==> src/sv/fifo_with_stack_snapshot_unit_macros.svh <==
// ----------------------------------------------------------------------------
// fifo_with_stack_snapshot_unit assertion macros
// shared property shapes; clk and rst_n come from the module that uses them
// ----------------------------------------------------------------------------
`ifndef FIFO_WITH_STACK_SNAPSHOT_UNIT_MACROS_SVH
`define FIFO_WITH_STACK_SNAPSHOT_UNIT_MACROS_SVH

// same-cycle implication
`define FSS_ASSERT_IMP(name, ante, cons, msg) \
  name: assert property (@(posedge clk) disable iff (!rst_n) (ante) |-> (cons)) \
    else $error(msg);

// next-cycle implication
`define FSS_ASSERT_NXT(name, ante, cons, msg) \
  name: assert property (@(posedge clk) disable iff (!rst_n) (ante) |=> (cons)) \
    else $error(msg);

`endif

==> src/sv/fss_pkg.sv <==
// ----------------------------------------------------------------------------
// fss_pkg
// shared constants and types of the fifo / stack snapshot unit
// ----------------------------------------------------------------------------
`default_nettype none

package fss_pkg;

  localparam int DEPTH  = 32;
  localparam int PTR_W  = (DEPTH > 1) ? $clog2(DEPTH) : 1;
  localparam int CNT_W  = $clog2(DEPTH + 1);
  localparam int WORD_W = 32;
  localparam int CMD_W  = 2;

  typedef enum logic [CMD_W-1:0] {
    CMD_ENQUEUE = 2'd0,
    CMD_DEQUEUE = 2'd1,
    CMD_SHOW    = 2'd2,
    CMD_COPY    = 2'd3
  } cmd_t;

  typedef enum logic [2:0] {
    ST_IDLE,
    ST_CP_RD,
    ST_CP_WR,
    ST_SH_RD,
    ST_SH_LD
  } state_t;

  typedef struct packed {
    logic             we;
    logic [PTR_W-1:0] waddr;
    logic             re;
    logic [PTR_W-1:0] raddr;
  } ram_ctl_t;

endpackage

`default_nettype wire

==> src/sv/fifo_with_stack_snapshot_unit.sv <==
// ----------------------------------------------------------------------------
// fifo_with_stack_snapshot_unit
// circular word queue plus a stack snapshot of it, with a show stream
// ----------------------------------------------------------------------------
// usage:
//   commands come in on the in_ stream: in_tuser selects the command
//   (enqueue, dequeue, show stack, copy queue into stack), in_tdata carries
//   the word to enqueue. only show produces output: the stack is streamed
//   out on the out_ channel top entry first, out_tlast on the bottom entry.
// timing:
//   enqueue and dequeue leave in_tready high.
//   copy walks the queue words: each word is a queue ram read, addressed
//   through the shared index adder, followed by a stack ram write.
//   show walks the stack words: each word is a read of the stack ram,
//   whose read port is registered, then a load into the output register.
//   the registered stack ram read port sets the read-then-load step per word.
//   in_tready is low while a copy or show walks the memories.
// reset:
//   rst_n clears queue and stack fill counts, queue head and output valid;
//   ram contents are left as they are and are never read before written.
// stall:
//   a held output word waits in the output register; the show walk pauses
//   until it is taken, and a new command may be accepted behind the last.
// ----------------------------------------------------------------------------
`default_nettype none

`include "fifo_with_stack_snapshot_unit_macros.svh"

module fifo_with_stack_snapshot_unit (
  input  logic                       clk,
  input  logic                       rst_n,
  input  logic                       in_tvalid,
  output logic                       in_tready,
  input  logic [fss_pkg::WORD_W-1:0] in_tdata,   // [31:0] value
  input  logic [fss_pkg::CMD_W-1:0]  in_tuser,   // [1:0] cmd
  output logic                       out_tvalid,
  input  logic                       out_tready,
  output logic [fss_pkg::WORD_W-1:0] out_tdata,  // [31:0] word
  output logic                       out_tlast
);
  import fss_pkg::*;

  state_t             state_r, state_nxt;
  logic [CNT_W-1:0]   k_r, k_nxt;
  logic [PTR_W-1:0]   qhead_r, qhead_nxt;
  logic [CNT_W-1:0]   qfill_r, qfill_nxt;
  logic [CNT_W-1:0]   sfill_r, sfill_nxt;
  logic               out_valid_r, out_valid_nxt;
  logic [WORD_W-1:0]  out_word_r, out_word_nxt;
  logic               out_last_r, out_last_nxt;

  cmd_t               cmd;
  logic               in_fire;
  logic               q_full;
  logic               q_empty;
  logic               enq_ok;
  logic               load;
  logic [CNT_W-1:0]   cp_offs;
  logic [CNT_W-1:0]   k_m1;
  logic [PTR_W-1:0]   wrap_offs;
  logic [PTR_W-1:0]   wrap_idx;
  ram_ctl_t           q_ctl;
  ram_ctl_t           s_ctl;
  logic [WORD_W-1:0]  q_rdata;
  logic [WORD_W-1:0]  s_rdata;

  assign cmd       = cmd_t'(in_tuser);
  assign in_tready = (state_r == ST_IDLE);
  assign in_fire   = in_tvalid && in_tready;
  assign q_full    = (qfill_r >= CNT_W'(DEPTH));
  assign q_empty   = (qfill_r == '0);
  assign enq_ok    = in_fire && (cmd == CMD_ENQUEUE) && !q_full;
  assign cp_offs   = qfill_r - k_r - CNT_W'(1);
  assign k_m1      = k_r - CNT_W'(1);
  assign load      = (state_r == ST_SH_LD) && (!out_valid_r || out_tready);

  // operand select for the shared index adder
  always_comb begin
    wrap_offs = '0;
    if (state_r == ST_CP_RD) begin
      wrap_offs = cp_offs[PTR_W-1:0];
    end else begin
      case (cmd)
        CMD_ENQUEUE: wrap_offs = qfill_r[PTR_W-1:0];
        CMD_DEQUEUE: wrap_offs = PTR_W'(1);
        default:     wrap_offs = '0;
      endcase
    end
  end

  fss_wrap u_wrap (
    .base (qhead_r),
    .offs (wrap_offs),
    .idx  (wrap_idx)
  );

  // next state
  always_comb begin
    state_nxt = state_r;
    unique case (state_r)
      ST_IDLE: begin
        if (in_fire) begin
          if (cmd == CMD_COPY && !q_empty) begin
            state_nxt = ST_CP_RD;
          end else if (cmd == CMD_SHOW && sfill_r != '0) begin
            state_nxt = ST_SH_RD;
          end
        end
      end
      ST_CP_RD: state_nxt = ST_CP_WR;
      ST_CP_WR: begin
        if (k_r + CNT_W'(1) == qfill_r) begin
          state_nxt = ST_IDLE;
        end else begin
          state_nxt = ST_CP_RD;
        end
      end
      ST_SH_RD: state_nxt = ST_SH_LD;
      ST_SH_LD: begin
        if (load) begin
          state_nxt = (k_r == CNT_W'(1)) ? ST_IDLE : ST_SH_RD;
        end
      end
      default: state_nxt = ST_IDLE;
    endcase
  end

  // datapath and memory controls
  always_comb begin
    k_nxt         = k_r;
    qhead_nxt     = qhead_r;
    qfill_nxt     = qfill_r;
    sfill_nxt     = sfill_r;
    out_word_nxt  = out_word_r;
    out_last_nxt  = out_last_r;
    out_valid_nxt = out_valid_r && !out_tready;

    q_ctl.we      = enq_ok;
    q_ctl.waddr   = wrap_idx;
    q_ctl.re      = (state_r == ST_CP_RD);
    q_ctl.raddr   = wrap_idx;
    s_ctl.we      = (state_r == ST_CP_WR);
    s_ctl.waddr   = k_r[PTR_W-1:0];
    s_ctl.re      = (state_r == ST_SH_RD);
    s_ctl.raddr   = k_m1[PTR_W-1:0];

    unique case (state_r)
      ST_IDLE: begin
        if (in_fire) begin
          case (cmd)
            CMD_ENQUEUE: begin
              if (!q_full) begin
                qfill_nxt = qfill_r + CNT_W'(1);
              end
            end
            CMD_DEQUEUE: begin
              if (!q_empty) begin
                qhead_nxt = wrap_idx;
                qfill_nxt = qfill_r - CNT_W'(1);
              end
            end
            CMD_SHOW: k_nxt = sfill_r;
            CMD_COPY: begin
              k_nxt     = '0;
              sfill_nxt = qfill_r;
            end
            default: k_nxt = k_r;
          endcase
        end
      end
      ST_CP_WR: k_nxt = k_r + CNT_W'(1);
      ST_SH_LD: begin
        if (load) begin
          out_valid_nxt = 1'b1;
          out_word_nxt  = s_rdata;
          out_last_nxt  = (k_r == CNT_W'(1));
          k_nxt         = k_m1;
        end
      end
      default: k_nxt = k_r;
    endcase
  end

  always_ff @(posedge clk) begin
    if (!rst_n) begin
      state_r     <= ST_IDLE;
      k_r         <= '0;
      qhead_r     <= '0;
      qfill_r     <= '0;
      sfill_r     <= '0;
      out_valid_r <= 1'b0;
    end else begin
      state_r     <= state_nxt;
      k_r         <= k_nxt;
      qhead_r     <= qhead_nxt;
      qfill_r     <= qfill_nxt;
      sfill_r     <= sfill_nxt;
      out_valid_r <= out_valid_nxt;
    end
  end

  always_ff @(posedge clk) begin
    out_word_r <= out_word_nxt;
    out_last_r <= out_last_nxt;
  end

  fss_ram #(
    .WIDTH (WORD_W),
    .DEPTH (DEPTH),
    .AW    (PTR_W)
  ) u_queue_ram (
    .clk   (clk),
    .we    (q_ctl.we),
    .waddr (q_ctl.waddr),
    .wdata (in_tdata),
    .re    (q_ctl.re),
    .raddr (q_ctl.raddr),
    .rdata (q_rdata)
  );

  fss_ram #(
    .WIDTH (WORD_W),
    .DEPTH (DEPTH),
    .AW    (PTR_W)
  ) u_stack_ram (
    .clk   (clk),
    .we    (s_ctl.we),
    .waddr (s_ctl.waddr),
    .wdata (q_rdata),
    .re    (s_ctl.re),
    .raddr (s_ctl.raddr),
    .rdata (s_rdata)
  );

  assign out_tvalid = out_valid_r;
  assign out_tdata  = out_word_r;
  assign out_tlast  = out_last_r;

  `FSS_ASSERT_IMP(a_fill_range, 1'b1, (qfill_r <= CNT_W'(DEPTH)) && (sfill_r <= CNT_W'(DEPTH)), "fill count beyond depth")
  `FSS_ASSERT_IMP(a_show_index, (state_r == ST_SH_RD) || (state_r == ST_SH_LD), (k_r != '0) && (k_r <= sfill_r), "show index outside stack")
  `FSS_ASSERT_IMP(a_copy_index, (state_r == ST_CP_RD) || (state_r == ST_CP_WR), k_r < qfill_r, "copy index outside queue")
  `FSS_ASSERT_NXT(a_enq_count, enq_ok, qfill_r == $past(qfill_r) + CNT_W'(1), "enqueue did not grow the queue")

endmodule

`default_nettype wire

==> src/sv/fss_ram.sv <==
// ----------------------------------------------------------------------------
// fss_ram
// simple dual-port ram, one write and one registered read per cycle
// ----------------------------------------------------------------------------
`default_nettype none

module fss_ram #(
  parameter int WIDTH = 32,
  parameter int DEPTH = 32,
  parameter int AW    = 5
) (
  input  logic             clk,
  input  logic             we,
  input  logic [AW-1:0]    waddr,
  input  logic [WIDTH-1:0] wdata,
  input  logic             re,
  input  logic [AW-1:0]    raddr,
  output logic [WIDTH-1:0] rdata
);

  logic [WIDTH-1:0] mem [DEPTH];

  always_ff @(posedge clk) begin
    if (we) begin
      mem[waddr] <= wdata;
    end
  end

  // read data holds while re is low
  always_ff @(posedge clk) begin
    if (re) begin
      rdata <= mem[raddr];
    end
  end

endmodule

`default_nettype wire

==> src/sv/fss_wrap.sv <==
// ----------------------------------------------------------------------------
// fss_wrap
// shared circular index adder: (base + offs) modulo the queue depth
// ----------------------------------------------------------------------------
`default_nettype none

module fss_wrap (
  input  logic [fss_pkg::PTR_W-1:0] base,
  input  logic [fss_pkg::PTR_W-1:0] offs,
  output logic [fss_pkg::PTR_W-1:0] idx
);
  import fss_pkg::*;

  localparam logic [PTR_W:0] DEPTH_V = (PTR_W + 1)'(DEPTH);

  logic [PTR_W:0] sum;
  logic [PTR_W:0] wrapped;

  // both operands are below the depth, so one subtract is enough
  always_comb begin
    sum     = {1'b0, base} + {1'b0, offs};
    wrapped = (sum >= DEPTH_V) ? (sum - DEPTH_V) : sum;
    idx     = wrapped[PTR_W-1:0];
  end

endmodule

`default_nettype wire

==> config.mk <==
export PLATFORM = sky130hd
export DESIGN_NAME = fifo_with_stack_snapshot_unit
export DESIGN_NICKNAME = d
export VERILOG_FILES = /design/src/sv/fss_pkg.sv /design/src/sv/fifo_with_stack_snapshot_unit.sv /design/src/sv/fss_ram.sv /design/src/sv/fss_wrap.sv
export VERILOG_INCLUDE_DIRS = /design/src /design/src/sv
export SDC_FILE = /design/constraint.sdc
export NUM_CORES = 2
export LEC_CHECK = 0
export ABC_AREA = 1
export BUFFER_PORTS_ARGS = -buffer_cell sky130_fd_sc_hd__clkbuf_2
export CORE_ASPECT_RATIO = 0.8
export CORE_MARGIN = 5
export CORE_UTILIZATION = 25
export DETAILED_ROUTE_END_ITERATION = 10
export GPL_TIMING_DRIVEN = 1
export PLACE_DENSITY_LB_ADDON = 0.2
export SYNTH_ARGS = -nofsm -noshare
export SYNTH_HDL_FRONTEND = slang
export SYNTH_SLANG_ARGS = --single-unit
==> constraint.sdc <==
create_clock -name clk -period 11.4 [get_ports clk]
set_input_delay 2.28 -clock clk [delete_from_list [all_inputs] [get_ports clk]]
set_output_delay 2.28 -clock clk [all_outputs]
set_load 0.01 [all_outputs]
-- Word-level counts from Yosys, hierarchy flattened
Memory sizes are Yosys's and may differ from the RTL's. A register that Yosys moved wholly into a read port is not among the register bits.
Index checks and enable logic that the tools add are counted.
- bits in writable memories: 2048
- word-level logic and storage cells: 83
- register bits: 60
- output and inout port bits: 35
- input bits: 38
- memories kept: 2
- memories (name ; depth ; width ; rd ports ; clocked after Yosys merged registers in ; wr ports ; line ; text):
    u_queue_ram.mem ; 32 ; 32 ; 1 ; 1 ; 1 ; fss_ram.sv:21 ; logic [WIDTH-1:0] mem [DEPTH];
    u_stack_ram.mem ; 32 ; 32 ; 1 ; 1 ; 1 ; fss_ram.sv:21 ;
- reductions and logical operators: 24
- multiplexer cells: 23
- add/subtract/negate cells: 8
- order comparisons: 2
- equality and inequality tests: 15
- bitwise operators: 1
- operators by type and width (cell ; count):
    $mux W6 ; 4
    $pmux W6 S2 ; 2
    $pmux W6 S3 ; 1
    $pmux W3 S5 ; 1
    $add A6 B1 Y6 const B ; 2
    $ge A6 B6 Y1 const B ; 2
    $mux W3 ; 4
    $sub A6 B1 Y6 const B ; 2
    $mux W5 ; 2
    $pmux W5 S2 ; 1
    $sub A5 B1 Y5 const B ; 2
    $reduce_and A4 Y1 ; 2
    $logic_and A1 B1 Y1 ; 7
    $mux W1 ; 7
    $add A5 B5 Y6 ; 1
    $eq A3 B2 Y1 const B ; 2
    $eq A6 B1 Y1 const B ; 1
    $eq A6 B6 Y1 ; 1
    $logic_not A6 Y1 ; 1
    $ne A2 B2 Y1 const B ; 3
    $ne A3 B1 Y1 const B ; 2
    $reduce_and A3 Y1 ; 2
    $reduce_bool A6 Y1 ; 1
    $reduce_and A5 Y1 ; 1
    other kinds (15) ; 19

-- Logic depth before layout (Yosys ltp)
- depth after elaboration: 6
- mapped depth: 23
- depth with buffers taken out: 18

-- Hierarchy
From an unflattened synthesis, not the netlist that was laid out.
- cells, all modules: 7424
- area, all modules: 88558.7 µm²
- by module, submodules not included (module ; cells each ; times used ; area an instance (µm²) ; sequential area each (µm²)):
    fss_ram ; 3536 ; 2 ; 42726.0 ; 31710.4
    fifo_with_stack_snapshot_unit ; 323 ; 1 ; 2934.1 ; 1531.5
    fss_wrap ; 29 ; 1 ; 172.7 ; 0.0

-- Worst setup path after synthesis
OpenSTA, ideal clock, no wires.
- path type: input port to flip-flop
- from: in in_tuser[0] in the netlist's numbering
- to: mem u_queue_ram.mem[16][0] (enable)
- data arrival time: 5.524 ns
- buffers on the path: 2
- cell stages on the path: 13
- slack: 5.455 ns
- required time: 10.979 ns
- setup time: 0.421 ns
- path through: inv_1 a21oi_1 nand2_1 o21ai_0 ha_1 inv_1 fa_1 inv_2 nor2_2 buf_2 buf_2 nand2_1 nor2_1
- cells in the longest elaborated chain, start to end: 6
- elaborated cells on any way between the ends: 12
- those cells by class: add/sub (2); order compare (1); eq/ne (1); mux (5); reduce/logical (3)
- ends and longest elaborated chain (what ; line ; text):
    start: declaration ; fifo_with_stack_snapshot_unit.sv:35 ; input logic [fss_pkg::CMD_W-1:0] in_tuser,
    $eq A2 B1 Y1 / $logic_not A2 Y1 (equally long branches) ; fifo_with_stack_snapshot_unit.sv:83, fifo_with_stack_snapshot_unit.sv:72 ;
    $pmux W5 S2 ; fifo_with_stack_snapshot_unit.sv:83 ; case (cmd)
    $mux W5 ; fifo_with_stack_snapshot_unit.sv:80 ; if (state_r == ST_CP_RD) begin
    $add A5 B5 Y6 ; fss_wrap.sv:21 ; sum = {1'b0, base} + {1'b0, offs};
    $sub A5 B1 Y5 / $ge A6 B6 Y1 (equally long branches) ; fss_wrap.sv:22 ; wrapped = (sum >= DEPTH_V) ? (sum - DEPTH_V) : sum;
    $mux W5 ; fss_wrap.sv:22 ;
    end: declaration ; fss_ram.sv:21 ;
Parallel ways exist; a longest one is shown, timed or not.

-- Worst setup path after layout
- from: in in_tuser[0] in the netlist's numbering
- to: mem u_queue_ram.mem[7][28] (enable)
Same word-level chain as after synthesis.

==> metrics <==
PnR worst setup slack=4.81 ns; main area contributors after synthesis=edfxtp_1 (77%), nand2_1 (6.0%), o21ai_0 (3.4%); Post-synth EDFFs=2,145; via count=just over 50,000; GP Congestion=0.754; detailed placement HPWL=about 140,000 um; CP max FO=24; slew at the pin closest to its max-slew limit=1.31 ns; Storage cell area=roughly 0.065 mm^2; global-route usage over all layers=15.2%; sequential share of the synthesized area=77.2%; vias in the first global route=just over 50,000; CTS Root Cell=clkbuf_16; commonest cells after routing, fill and taps aside=edfxtp_1 (2,145), nand2_1 (1,350), o21ai_0 (568), nor2_1 (528), a22oi_1 (268); Syn Area/Cell=approximately 14 um^2; Metal-1 WL=roughly 130,000 um; Reg-to-Reg Start=k_r[0]$_SDFFE_PN0P_; post-synth top area cell=edfxtp_1; Top FF cell, synth=edfxtp_1; Port Buf Inserts=72; CTS tree=yes; Worst setup SP type=input pin; WP data arrival=approximately 7.1 ns; first-pass GRT wire length=slightly below 400,000 um; Final Cycle Share=a little under 60%; die area=0.348 mm^2; num rows=190; final setup violation count=0; Layout area overhead=15.8%; Clk pin slew, worst setup/hold paths=around 0.060 ns; asr flop ratio synth=0%; Ports=73; HP Class=flip-flop to flip-flop; die height=around 530 um; pre-CTS WS=a little under 4 ns; Post-Layout Cell Count=between 10,000 and 15,000; Post-Place Cell Area=0.0900 mm^2; achievable clock frequency=~150 MHz; CTS buffer count=between 200 and 250; Initial Utilization=between 20 and 30%; initial antenna violation count=15; total routed wirelength=between 200,000 and 300,000 um; Overflow after GRT=0; fin. max-slew vios=0; Met2 Wirelength=between 100,000 and 150,000 um; final setup TNS=0 ns; Final min period=roughly 6.6 ns; CTS Hold Bufs=0; Crit. End Element=flip-flop; Residual DRC=0; nets=approximately 6,200; CP startpoint=in_tuser[0]; Cells after Synth=just over 6,000; Leak=roughly 0.032 uW; Post-CTS Resized=0; Slew HR=12.5%; maximum vdd drop=0.164 mV; Worst Clk Skew=0.112 ns; Setup Fix Bufs, Post-CTS=0; drt wl/cell=approximately 25 um; Reg2Reg Setup Slack=between 4 and 5 ns; RSZ-0062 raised after global routing=false; FF+latch count, synth=~2,200; area of the core=roughly 0.34 mm^2; share of the synthesized area in the top cell type=about 77%; Bufs on Longest Clock Path=4; Critical R2R Capture=u_queue_ram.mem[7][28]$_DFFE_PP_; Power, Total=between 20,000 and 25,000 uW; clk sinks=around 2,200; die width=approximately 660 um; synthesis warning total=0; synthesized net count=approximately 6,000; final hold vios=0; DR pass1 iterations=6; CP required=11.88 ns; via density per instance=between 4 and 5; Synth cell types=44; Finished Cell Area=0.0974 mm^2; cells on worst reg2reg path=16; worst skew pair latency=approximately 0.92 ns; met3 WL=13,500 um; Power per Cell Area=~220 mW/mm^2; crit path kind=input pin to flip-flop; Critical Path Sink=u_queue_ram.mem[7][28]$_DFFE_PP_; top routing layer used=met5; H-Tree Depth=4; layout cells sized above 1=~9.9%; DP Cell Count=between 10,000 and 15,000; # fillers=approximately 34,000; Iter 0 DRT Violations=approximately 4,700; DRT antenna net count=0; pin count of the biggest net entering global routing=182; most common cell after layout, fill and taps aside=edfxtp_1; outcome=finished, final reports clean; synthesized area=0.0842 mm^2; maxcap violations=0; multi-input logic area=approximately 0.018 mm^2
[synth_stat cells, types with 3 or more instances]
cell      instances
a21oi_1          70
a22oi_1         268
and2_1           34
buf_1            18
buf_2           189
buf_4             7
buf_6             5
clkbuf_1        166
dfxtp_1          27
edfxtp_1       2145
fa_1              3
ha_1             17
inv_1            45
inv_2            10
nand2_1        1350
nand2_2           3
nand3_1         155
nand4_1         129
nor2_1          593
nor3_1            6
o21ai_0         568
o21ai_1          10
o221ai_1        256
o22ai_1           3
xnor2_1           6
xor2_1            4
[worst min-delay path by stage]
stage | depth (start not counted) | startpoint | end | slack [ns]
floorplan | 0 | u_stack_ram.rdata[0]$_DFFE_PP_ | out_tdata[0]$_DFFE_PP_ | 0.40
global placement | 0 | u_stack_ram.rdata[31]$_DFFE_PP_ | out_tdata[31]$_DFFE_PP_ | 0.41
detailed placement | 0 | u_stack_ram.rdata[25]$_DFFE_PP_ | out_tdata[25]$_DFFE_PP_ | 0.40
CTS | 0 | u_stack_ram.rdata[25]$_DFFE_PP_ | out_tdata[25]$_DFFE_PP_ | 0.42
global route | 0 | u_stack_ram.rdata[25]$_DFFE_PP_ | out_tdata[25]$_DFFE_PP_ | 0.43
finish | 0 | u_stack_ram.rdata[25]$_DFFE_PP_ | out_tdata[25]$_DFFE_PP_ | 0.42
[sequential cells by signal, summed over array words and instances (netlist names)]
signal             count
k_r                    6
out_tdata             32
out_tlast              1
out_tvalid             1
qfill_r                6
qhead_r                5
sfill_r                6
state_r                3
u_queue_ram.mem     1024
u_queue_ram.rdata     32
u_stack_ram.mem     1024
u_stack_ram.rdata     32
[report_power, final]
group | switching, uW | internal (uW) | leakage (uW)
clock network | 3160 | 4320 | 0.00362
registers | 112 | 9060 | 0.0195
logic | 3930 | 1320 | 0.00841
[final cells by class]
type,instances,share of cell area (%)
antenna,4,0.0103
clock buffer,276,6.19
clock inverter,145,1.43
inverter,56,0.262
multi-input combinational,3500,18.3
sequential,2172,66.7
tap,4416,5.67
timing repair buffer,207,1.49
[layer usage]
layer | up-vias | GRT usage [%]
met5 | - | 0
met4 | 2 | 3.44
met3 | 351 | 2.04
met1 | 26981 | 22.1
li1 | 22907 | -
met2 | 1437 | 24.3
[critical path, stage by stage]
cell	delay [ns]
clkbuf_2	0.12
inv_1	0.08
a21oi_1	0.16
nand2_1	0.06
o21ai_0	0.08
ha_1	0.21
inv_1	0.07
fa_1	0.44
nand3b_1	0.18
nand2_1	0.10
xor2_1	0.37
nand2_2	0.17
nand2_2	0.44
buf_4	0.55
nand3_1	0.44
nor2_4	0.80
buf_4	0.47
[cell families after synthesis]
family	after synthesis	share of synthesized area [%]
fa+ha+maj	20	0.324
xor+xnor	12	0.143
flops	2172	77.2
simple gates	2283	11.0
buf+inv	442	2.33
compound gates	1185	9.02
[metrics by stage]
stage | hold WS (ns) | util [%]
2_1_floorplan | 0.400 | -
3_3_place_gp | 0.408 | 26.8
3_5_place_dp | 0.405 | 26.8
4_1_cts | 0.420 | 29.1
5_1_grt | 0.430 | 29.1
6_report | 0.419 | 29.1
Power figures use the tool's default switching activity.
